`config.mk`:
```
export PLATFORM = sky130hd
export DESIGN_NAME = ini_option_line_tokenizer
export DESIGN_NICKNAME = d
export VERILOG_FILES = /design/src/rtl/iniot_pkg.sv /design/src/rtl/iniot_step.sv /design/src/rtl/ini_option_line_tokenizer.sv
export SDC_FILE = /design/constraint.sdc
export NUM_CORES = 1
export LEC_CHECK = 0
export ABC_CLOCK_PERIOD_IN_PS = 2200
export BUFFER_PORTS_ARGS = -buffer_cell sky130_fd_sc_hd__buf_2
export CAP_MARGIN = 10
export CORE_AREA = 2 2 77 79
export DETAILED_ROUTE_END_ITERATION = 10
export DIE_AREA = 0 0 79 81
export GPL_TIMING_DRIVEN = 1
export PLACE_DENSITY = 0.6
export SYNTH_ARGS = -nofsm -noshare
export SYNTH_HDL_FRONTEND = slang
export SYNTH_SLANG_ARGS = --single-unit
export TNS_END_PERCENT = 1
```
`constraint.sdc`:
```
create_clock -name clk -period 2.2 [get_ports clk]
set_clock_uncertainty 0.05 [all_clocks]
set_input_delay 0.44 -clock clk [delete_from_list [all_inputs] [get_ports clk]]
set_output_delay 0.44 -clock clk [all_outputs]
set_load 0.03 [all_outputs]
```
`src/rtl/iniot_pkg.sv`:
```
package iniot_pkg;

	// line position field
	localparam int IDX_W = 10;
	localparam int IDX_MAX = (1 << IDX_W) - 1;
	localparam int MAX_LINE_LEN_DEF = 1024;

	// characters the parser reacts to
	localparam logic [7:0] CH_QUOTE = 8'h22;
	localparam logic [7:0] CH_BSLASH = 8'h5c;
	localparam logic [7:0] CH_EQUALS = 8'h3d;
	localparam logic [7:0] CH_SEMI = 8'h3b;
	localparam logic [7:0] CH_SPACE = 8'h20;
	localparam logic [7:0] CH_TAB = 8'h09;
	localparam logic [7:0] CH_LF = 8'h0a;
	localparam logic [7:0] CH_CR = 8'h0d;
	localparam logic [7:0] CH_NUL = 8'h00;

	// parse phase within one option line
	typedef enum logic [3:0] {
		PH_TINDENT = 4'd0,
		PH_TITLE_U = 4'd1,
		PH_TITLE_Q = 4'd2,
		PH_TAFTER = 4'd3,
		PH_VINDENT = 4'd4,
		PH_VALUE_U = 4'd5,
		PH_VALUE_Q = 4'd6,
		PH_VAFTER = 4'd7,
		PH_COMMENT = 4'd8,
		PH_DONE = 4'd9
	} phase_t;

	// character class reported per byte
	typedef enum logic [3:0] {
		CL_INDENT = 4'd0,
		CL_QUOTE = 4'd1,
		CL_TITLE = 4'd2,
		CL_EQUALS = 4'd3,
		CL_VALUE = 4'd4,
		CL_SEMI = 4'd5,
		CL_COMMENT = 4'd6,
		CL_LINEEND = 4'd7,
		CL_IGNORED = 4'd8
	} cls_t;

	// line error codes
	typedef enum logic [1:0] {
		ERR_OK = 2'd0,
		ERR_NO_EQUALS = 2'd1,
		ERR_NO_TERM = 2'd2
	} err_t;

	// outcome of classifying one byte
	typedef struct packed {
		phase_t next_phase;
		cls_t cls;
		err_t err;
	} step_res_t;

endpackage

```
`src/rtl/iniot_step.sv`:
```
module iniot_step (
	input iniot_pkg::phase_t phase,
	input logic prev_bs,
	input logic [7:0] char_byte,
	input logic last_char,
	output iniot_pkg::step_res_t res
);
	import iniot_pkg::*;

	logic is_blank;
	logic is_eol;
	logic is_quote;
	logic is_eq;
	logic is_semi;
	logic closing;
	phase_t next_phase;
	cls_t cls;
	err_t err;

	// character decode
	assign is_blank = (char_byte == CH_SPACE) || (char_byte == CH_TAB);
	assign is_eol = (char_byte == CH_LF) || (char_byte == CH_CR) || (char_byte == CH_NUL);
	assign is_quote = (char_byte == CH_QUOTE);
	assign is_eq = (char_byte == CH_EQUALS);
	assign is_semi = (char_byte == CH_SEMI);
	assign closing = is_quote && !prev_bs;

	// next phase
	always_comb begin
		next_phase = phase;
		case (phase)
			PH_TINDENT: begin
				if (is_blank) next_phase = PH_TINDENT;
				else if (is_quote) next_phase = PH_TITLE_Q;
				else if (is_eq) next_phase = PH_VINDENT;
				else next_phase = PH_TITLE_U;
			end
			PH_TITLE_U: begin
				if (char_byte == CH_SPACE) next_phase = PH_TAFTER;
				else if (is_eq) next_phase = PH_VINDENT;
			end
			PH_TITLE_Q: begin
				if (closing) next_phase = PH_TAFTER;
			end
			PH_TAFTER: begin
				if (is_eq) next_phase = PH_VINDENT;
			end
			PH_VINDENT: begin
				if (is_blank) next_phase = PH_VINDENT;
				else if (is_quote) next_phase = PH_VALUE_Q;
				else if (is_semi) next_phase = PH_COMMENT;
				else if (is_eol) next_phase = PH_DONE;
				else next_phase = PH_VALUE_U;
			end
			PH_VALUE_U: begin
				if (is_blank) next_phase = PH_VAFTER;
				else if (is_semi) next_phase = PH_COMMENT;
				else if (is_eol) next_phase = PH_DONE;
			end
			PH_VALUE_Q: begin
				if (closing) next_phase = PH_VAFTER;
			end
			PH_VAFTER: begin
				if (is_semi) next_phase = PH_COMMENT;
				else if (is_eol) next_phase = PH_DONE;
			end
			PH_COMMENT: begin
				if (is_eol) next_phase = PH_DONE;
			end
			default: begin
				next_phase = PH_DONE;
			end
		endcase
	end

	// byte class
	always_comb begin
		cls = CL_IGNORED;
		case (phase)
			PH_TINDENT: begin
				if (is_blank) cls = CL_INDENT;
				else if (is_quote) cls = CL_QUOTE;
				else if (is_eq) cls = CL_EQUALS;
				else cls = CL_TITLE;
			end
			PH_TITLE_U: begin
				if (char_byte == CH_SPACE) cls = CL_IGNORED;
				else if (is_eq) cls = CL_EQUALS;
				else cls = CL_TITLE;
			end
			PH_TITLE_Q: begin
				cls = closing ? CL_QUOTE : CL_TITLE;
			end
			PH_TAFTER: begin
				cls = is_eq ? CL_EQUALS : CL_IGNORED;
			end
			PH_VINDENT: begin
				if (is_blank) cls = CL_INDENT;
				else if (is_quote) cls = CL_QUOTE;
				else if (is_semi) cls = CL_SEMI;
				else if (is_eol) cls = CL_LINEEND;
				else cls = CL_VALUE;
			end
			PH_VALUE_U: begin
				if (is_blank) cls = CL_IGNORED;
				else if (is_semi) cls = CL_SEMI;
				else if (is_eol) cls = CL_LINEEND;
				else cls = CL_VALUE;
			end
			PH_VALUE_Q: begin
				cls = closing ? CL_QUOTE : CL_VALUE;
			end
			PH_VAFTER: begin
				if (is_semi) cls = CL_SEMI;
				else if (is_eol) cls = CL_LINEEND;
				else cls = CL_IGNORED;
			end
			PH_COMMENT: begin
				cls = is_eol ? CL_LINEEND : CL_COMMENT;
			end
			default: begin
				cls = CL_IGNORED;
			end
		endcase
	end

	// line check on the final byte
	always_comb begin
		err = ERR_OK;
		if (last_char) begin
			if (next_phase inside {[PH_TINDENT:PH_TAFTER]}) err = ERR_NO_EQUALS;
			else if (next_phase inside {[PH_VINDENT:PH_VAFTER]}) err = ERR_NO_TERM;
		end
	end

	assign res = '{next_phase: next_phase, cls: cls, err: err};

endmodule

```
`src/rtl/ini_option_line_tokenizer.sv`:
```
// INI option line tokenizer
//
// Feed the bytes of one option line on char_byte with in_valid/in_ready,
// marking the final byte with last_char. For every request taken, one
// result leaves on out_valid/out_ready: the byte's class, its position in
// the line, line_done for the final byte and an error code on that byte.
// Each result passes through the input register and then the result
// register. Throughput is one byte per cycle unless the receiver stalls;
// the only loop is the parse phase update, a few gates deep.
// When the receiver stalls, the result register holds, the input register
// takes one more byte, and in_ready drops until the result drains.
// Reset clears both registers' valid flags and returns the parser to the
// title indent phase at position zero; the same happens after each byte
// marked last_char. The position saturates at the smaller of
// MAX_LINE_LEN-1 and 1023.
module ini_option_line_tokenizer #(
	parameter int MAX_LINE_LEN = iniot_pkg::MAX_LINE_LEN_DEF
) (
	input logic clk,
	input logic arst_n,
	input logic in_valid,
	output logic in_ready,
	input logic [7:0] char_byte,
	input logic last_char,
	output logic out_valid,
	input logic out_ready,
	output logic [3:0] char_class,
	output logic [iniot_pkg::IDX_W-1:0] char_index,
	output logic line_done,
	output logic [1:0] error_code
);
	import iniot_pkg::*;

	localparam int POS_LIMIT_INT = (MAX_LINE_LEN - 1 > IDX_MAX) ? IDX_MAX : MAX_LINE_LEN - 1;
	localparam logic [IDX_W-1:0] POS_LIMIT = IDX_W'(POS_LIMIT_INT);

	logic valid_s1;
	logic [7:0] byte_s1;
	logic last_s1;
	logic advance;
	logic valid_s2;
	cls_t cls_s2;
	logic [IDX_W-1:0] index_s2;
	logic done_s2;
	err_t err_s2;
	phase_t phase_q;
	logic prev_bs_q;
	logic [IDX_W-1:0] pos_q;
	step_res_t step;

	// the held byte moves on when the result register is free or draining
	assign advance = valid_s1 && (!valid_s2 || out_ready);
	assign in_ready = !valid_s1 || advance;

	// input register
	always_ff @(posedge clk or negedge arst_n) begin
		if (!arst_n) begin
			valid_s1 <= 1'b0;
		end else if (in_ready) begin
			valid_s1 <= in_valid;
		end
	end

	always_ff @(posedge clk) begin
		if (in_ready && in_valid) begin
			byte_s1 <= char_byte;
			last_s1 <= last_char;
		end
	end

	// classify against the current parse state
	iniot_step u_step (
		.phase(phase_q),
		.prev_bs(prev_bs_q),
		.char_byte(byte_s1),
		.last_char(last_s1),
		.res(step)
	);

	// parse state, back to line start after the final byte
	always_ff @(posedge clk or negedge arst_n) begin
		if (!arst_n) begin
			phase_q <= PH_TINDENT;
			prev_bs_q <= 1'b0;
			pos_q <= '0;
		end else if (advance) begin
			if (last_s1) begin
				phase_q <= PH_TINDENT;
				prev_bs_q <= 1'b0;
				pos_q <= '0;
			end else begin
				phase_q <= step.next_phase;
				prev_bs_q <= (byte_s1 == CH_BSLASH);
				if (pos_q < POS_LIMIT) pos_q <= pos_q + 1'b1;
			end
		end
	end

	// result register
	always_ff @(posedge clk or negedge arst_n) begin
		if (!arst_n) begin
			valid_s2 <= 1'b0;
		end else if (advance) begin
			valid_s2 <= 1'b1;
		end else if (out_ready) begin
			valid_s2 <= 1'b0;
		end
	end

	always_ff @(posedge clk) begin
		if (advance) begin
			cls_s2 <= step.cls;
			index_s2 <= pos_q;
			done_s2 <= last_s1;
			err_s2 <= step.err;
		end
	end

	assign out_valid = valid_s2;
	assign char_class = cls_s2;
	assign char_index = index_s2;
	assign line_done = done_s2;
	assign error_code = err_s2;

	// a finished line leaves the parser at line start
	a_line_restart: assert property (@(posedge clk) disable iff (!arst_n)
		advance && last_s1 |=> phase_q == PH_TINDENT && pos_q == '0 && !prev_bs_q)
		else $error("parser state not cleared after final byte");

	// errors only on the final byte of a line
	a_err_on_last: assert property (@(posedge clk) disable iff (!arst_n)
		valid_s2 && err_s2 != ERR_OK |-> done_s2)
		else $error("error code on a byte that is not the last");

	// position never runs past its limit
	a_pos_limit: assert property (@(posedge clk) disable iff (!arst_n)
		pos_q <= POS_LIMIT)
		else $error("line position beyond limit");

	// a byte waiting behind a stalled result is kept
	a_s1_hold: assert property (@(posedge clk) disable iff (!arst_n)
		valid_s1 && !advance |=> valid_s1 && $stable(byte_s1) && $stable(last_s1))
		else $error("held byte lost while result stalled");

endmodule

```
# Yosys cells after proc, flatten, opt, wreduce, memory -nomap -nowiden
# Index checks and enable logic that the tools add are counted.
# Widths: inputs -> output; s select.
# word_totals
wordCells,93
inputBits,13
ff_bits,43
# classes
reduce_logical,19
n_eq_ne,16
add_sub_neg,1
n_mux,39
n_bitwise,1
magnitude_cmp,5
# ops
operator,n
$mux 4,24
$pmux 4 s9,2
$eq 8x6->1 const B,4
$eq 8x4->1 const B,3
$mux 10,2
$eq 4x3->1 const B,4
$add 10x1->10 const B,1
$lt 10x10->1 const B,1
$eq 4x2->1 const B,2
$eq 8x7->1 const B,1
$logic_not 8->1,1
$mux 1,6
$mux 2,3
$mux 3,2
$logic_and 1x1->1,5
$logic_or 1x1->1,5
$eq 4x1->1 const B,1
$eq 4x4->1 const B,1
$ge 4x1->1 const B,1
$ge 4x3->1 const B,1
$le 4x2->1 const B,1
$le 4x3->1 const B,1
$logic_not 4->1,1
$reduce_bool 2->1,2
4 further kinds,6

# Depth between registers and ports, before layout
# depth
depth_word,12
depth_mapped,7
mapped_depth_nobuf,6

# Hierarchy
# From an unflattened synthesis, not the netlist that was laid out.
# unflattened
hier_cells,206
area_unflattened_um2,2292.2
# modules_own_cells
module,cells_per_inst,seq_area_each_um2,area_per_inst_um2,instances
ini_option_line_tokenizer,125,1206.2,1715.4,1
iniot_step,81,0.0,576.8,1

# Worst setup path after synthesis
# Ideal clock, no wire load.
# synth_timing
kind,register to register
from,register valid_s2 (netlist: out_valid)
to,register phase_q[1]
path_stages_with_launch,7
setup_slack_ns,0.201
arrival_ns,1.882
path_buffers,0
setup_time_ns,0.067
path_cell_list,dfrtp_1 -> nand2b_1 -> nand2_1 -> inv_1 -> nand2_1 -> a2111oi_1 -> a221o_1
# synth_via
elab_chain_len,3
# synth_lines
item,line,text
"start, declared",ini_option_line_tokenizer.sv:41,logic valid_s2;
"start signal, assigned",ini_option_line_tokenizer.sv:102,valid_s2 <= 1'b0;
"start signal, assigned",ini_option_line_tokenizer.sv:104,valid_s2 <= 1'b1;
"start signal, assigned",ini_option_line_tokenizer.sv:106,valid_s2 <= 1'b0;
$logic_not 1->1,ini_option_line_tokenizer.sv:52,assign advance = valid_s1 && (!valid_s2 || out_ready);
$logic_or 1x1->1,ini_option_line_tokenizer.sv:52,
$logic_and 1x1->1,ini_option_line_tokenizer.sv:52,
via advance,ini_option_line_tokenizer.sv:40,logic advance;
"end signal, assigned",ini_option_line_tokenizer.sv:92,phase_q <= step.next_phase;
"end, declared",ini_option_line_tokenizer.sv:46,phase_t phase_q;
# The timed path passes the listed nets, and every way through them passes these cells.
# A chain may end at the register's enable or synchronous reset.

# Final worst setup path
# layout_timing
from,register byte_s1[5]
to,register err_s2[0] (netlist: error_code[0]) (data pin)
# layout_via
elab_chain_len,11
# layout_lines
item,line,text
"start, declared",ini_option_line_tokenizer.sv:38,logic [7:0] byte_s1;
"start signal, assigned",ini_option_line_tokenizer.sv:66,byte_s1 <= char_byte;
$eq 8x4->1,iniot_step.sv:22,assign is_eol = (char_byte == CH_LF) || (char_byte == CH_CR) || (char_byte == CH_NUL);
$logic_or 1x1->1 (2 in series),iniot_step.sv:22,
$mux 4,iniot_step.sv:52,else if (is_eol) next_phase = PH_DONE;
$mux 4,iniot_step.sv:51,else if (is_semi) next_phase = PH_COMMENT;
$mux 4,iniot_step.sv:50,else if (is_quote) next_phase = PH_VALUE_Q;
$mux 4,iniot_step.sv:49,if (is_blank) next_phase = PH_VINDENT;
$pmux 4 s9 *,iniot_step.sv:31,case (phase)
$ge 4x1->1 or $le 4x2->1 (tied branches),iniot_step.sv:131,if (next_phase inside {[PH_TINDENT:PH_TAFTER]}) err = ERR_NO_EQUALS;
$logic_and 1x1->1 *,iniot_step.sv:131,
$mux 1 *,iniot_step.sv:131,
"end signal, assigned",ini_option_line_tokenizer.sv:115,err_s2 <= step.err;
"end, declared",ini_option_line_tokenizer.sv:45,err_t err_s2;
# Mark *: on every way between the ends. The rest lies on a longest branch, timed or not.

==> metrics.yaml <==
status:
  status: "finished, violations left"
  violations: "negative hold slack"
placed_design:
  port-buffer-count: 31
  gp_congestion: 0.907
  dp_hpwl_um: 3450
  dp_cells: 318
logic_synthesis:
  netlist_instances: 207
  synth-seq-cells: 43
  yosys_warnings: 0
  async_flop_share_pct: 39.5
  netlist_area_um2: 2250
  synth-edff-count: 26
  ys_seq_area_share_pct: 53.5
  synthFlopType: "edfxtp_1"
  synth_nets: 221
  syn_avg_cell_area_um2: 10.9
  ys_types: 51
drt:
  drt_first_pass_iters: 4
  drc: 0
  wire_per_inst_um: 14.4
  antenna_left: 0
  vias: 1761
  via_per_inst: 5.40
  routed_wl_um: 4710
  drt_iter0_markers: 104
critical_path:
  cpPeakStageDelay_ns: 0.58
  critPathSlowestCell: "or4_4"
  crit_chain: "or4_4 -> nor3_2 -> o311ai_1 -> and3_4 -> nor4_4"
  worst_setup_path_end_kind: "register"
  crit_cells: 5
  worst_ep_arrival_time_ns: 2.16
  cp-start-kind: "register"
  cp-startpoint: "byte_s1[5]$_DFFE_PP_"
  critPathTopFamily: "simple AND/OR/NAND/NOR gates"
  r2r_start: "byte_s1[5]$_DFFE_PP_"
  worstSetupPathType: "register to register"
  rr_endpoint: "error_code[0]$_SDFFCE_PN0P_"
  crit_path_end: "error_code[0]$_SDFFCE_PN0P_"
  critPathRequiredTime_ns: 2.29
  cp_max_fo: 7
  critPathBufInv: 0
  rrSetupSlack_ns: 0.12
  rr_worst_depth: 5
pwr:
  pwr-share-seq_pct: 50.6
  ir_drop_uv: 466
  power.internal_mw: 1.37
  finalPower_mw: 2.04
  switchingPower_uw: 667
  power.leakage_nw: 1.03
  clockPowerShare_pct: 25.4
  powerDensity_nw_per_um2: 764
  p_comb_share_pct: 24.0
  switching_share_pct: 32.7
clock_tree:
  clock_sinks: 43
  cts_tree: "built"
  clk_pin_slew_worst_paths_ns: 0.09
  clock-root-buffer: "clkbuf_8"
  cts_made_buffers: 5
  clock_latency_ns: 0.30
  htree_levels: 2
  cts_setup_buffers: 0
  cts_buffer_depth: 2
timing:
  fmax_ghz: 0.481
  tightestPinTransition_ns: 0.471
  finalSetupViolCount: 0
  period_share_pct: 94.5
  max-slew-margin-rel_pct: 68.3
  min_period_ns: 2.08
  slew_viol_final: 0
  holdWs_ns: -0.00443
  final-hold-violation-count: 8
worst_hold_path:
  hp-class: "input pin to async pin"
die:
  die-area_um2: 6400
  io_pins: 32
  die_w_um: 79
  fp.dieH_um: 81
  rows: 28
  start_util_pct: 39.7
  core_area_um2: 5680
cells_and_area:
  drive_above_1_share_pct: 26.3
  num_antenna_cells: 0
  final_cells: 326
  nets: 264
  area.growth.synth_to_final_pct: 18.5
global_routing:
  grt_pass1_wl_um: 7710
  gr-total-overflow: 0
  grt_max_degree: 18
  grt_pass1_vias: 1620
  antenna_found_initial: 0
  grt_usage_pct: 15.4
run:
  cap_violations: 0
## power groups by stage
stage	clock, mW	sequential (mW)	combinational [mW]
after global placement	0	1.05	0.489
after floorplan	0	1.11	0.260
after global routing	0.557	1.05	0.535
after CTS	0.532	1.03	0.487
after detailed placement	0	1.05	0.485
final	0.518	1.03	0.490
## placed cells by master, fill, tap and decap left out, types with 4 or more instances in the layout
cell	instances
inv_1	5
o21ai_0	8
nor2b_1	4
xnor2_1	8
nand3_1	8
edfxtp_1	26
nand2b_1	6
dfrtp_1	17
a21oi_1	8
nor4_1	7
buf_4	15
nor3_1	5
nor2_1	21
buf_2	31
nand2_1	20
clkbuf_8	5
a41oi_1	4
## state kept, by name, indices dropped and copies added, names as in the netlist, 2 cells and up
signal and cells:
byte_s1 8, error_code 2, char_class 4, pos_q 10, phase_q 4, char_index 10
## metrics by stage
step	utilization, %	hold slack [ns]	setup slack, ns	instance area (um2)	setup TNS, ns
final	47.1	-0.00443	0.122	2670	0
after global routing	47.1	0.0195	-0.0180	2670	-0.0309
after CTS	46.9	0.0104	0.149	2660	0
after detailed placement	45.3	0.343	0.150	2570	0
after global placement	45.3	0.344	0.193	2570	0
after floorplan	-	0.0944	0.201	2250	0
## final cells by class
cell class                      instances  area [um2]
Fill cell                             553        3000
Sequential cell                        43        1210
Multi-Input combinational cell        149         993
Timing Repair Buffer                   46         268
Tap cell                               75        93.8
Clock buffer                            5        68.8
Clock inverter                          3        22.5
Inverter                                5        18.8
## metal layers
layer	global-route usage, %	part of all wire, %	up-vias
met3	3.11	5.8	10
met4	6.55	1.9	0
met2	24.1	45	62
li1	-	-	871
met1	21.0	47	818
met5	0	0	-
## cells by family (layout without fill, tap and decap cells)
group                      Yosys count  count (layout)  synth area share (%)
muxes                                3               3                  1.44
AOI/OAI and AO/OA                   38              38                  11.4
adders and majority gates            1               1                 0.555
xor gates and xnor gates             8               8                  3.11
and+or+nand+nor                     99              99                  27.1
DFF                                 43              43                  53.5
buffers and inverters               15              59                  2.83
## worst min-delay path by stage
stage	start	endpoint	slack, ns
after floorplan	arst_n	out_valid$_DFFE_PN0P_	0.09
after global placement	arst_n	pos_q[8]$_DFFE_PN0P_	0.34
after detailed placement	arst_n	pos_q[8]$_DFFE_PN0P_	0.34
after CTS	arst_n	pos_q[8]$_DFFE_PN0P_	0.01
after global routing	arst_n	pos_q[8]$_DFFE_PN0P_	0.02
final	arst_n	pos_q[7]$_DFFE_PN0P_	-0.004
## worst register-to-register path: cells and delay by family, from the launching register on
| family | cells | cell delay [ns] |
|---|---|---|
| and+or+nand+nor | 4 | 1.21 |
| AOI/OAI and AO/OA | 1 | 0.16 |
| DFF | 1 | 0.51 |
## what timing repair did
| action | 4_1_cts | 5_1_grt |
|---|---|---|
| hold buffers | 0 | 0 |
| gates resized for setup | 0 | 1 |
| endpoints found under the setup margin | 0 | 1 |
## cell usage after synthesis (all sizes together) (2+ instances only)
cell type	number	area, um2
edfxtp	26	781
nor2	21	78.8
nand2	20	75.1
dfrtp	17	425
o21ai	11	55.1
nor4	9	77.6
a21oi	8	40.0
nand3	8	40.0
xnor2	8	70.1
clkbuf	6	22.5
nand2b	6	37.5
nor3	6	35.0
nor4b	6	86.3
inv	5	18.8
a41oi	4	35.0
buf	4	22.5
nor2b	4	25.0
a31oi	3	18.8
nand4	3	18.8
a221o	2	20.0
a32oi	2	17.5
and2	2	12.5
and3	2	17.5
and4	2	17.5
and4b	2	20.0
mux2	2	22.5
or3	2	12.5
or4	2	18.8
Power figures use the tool's default switching activity.
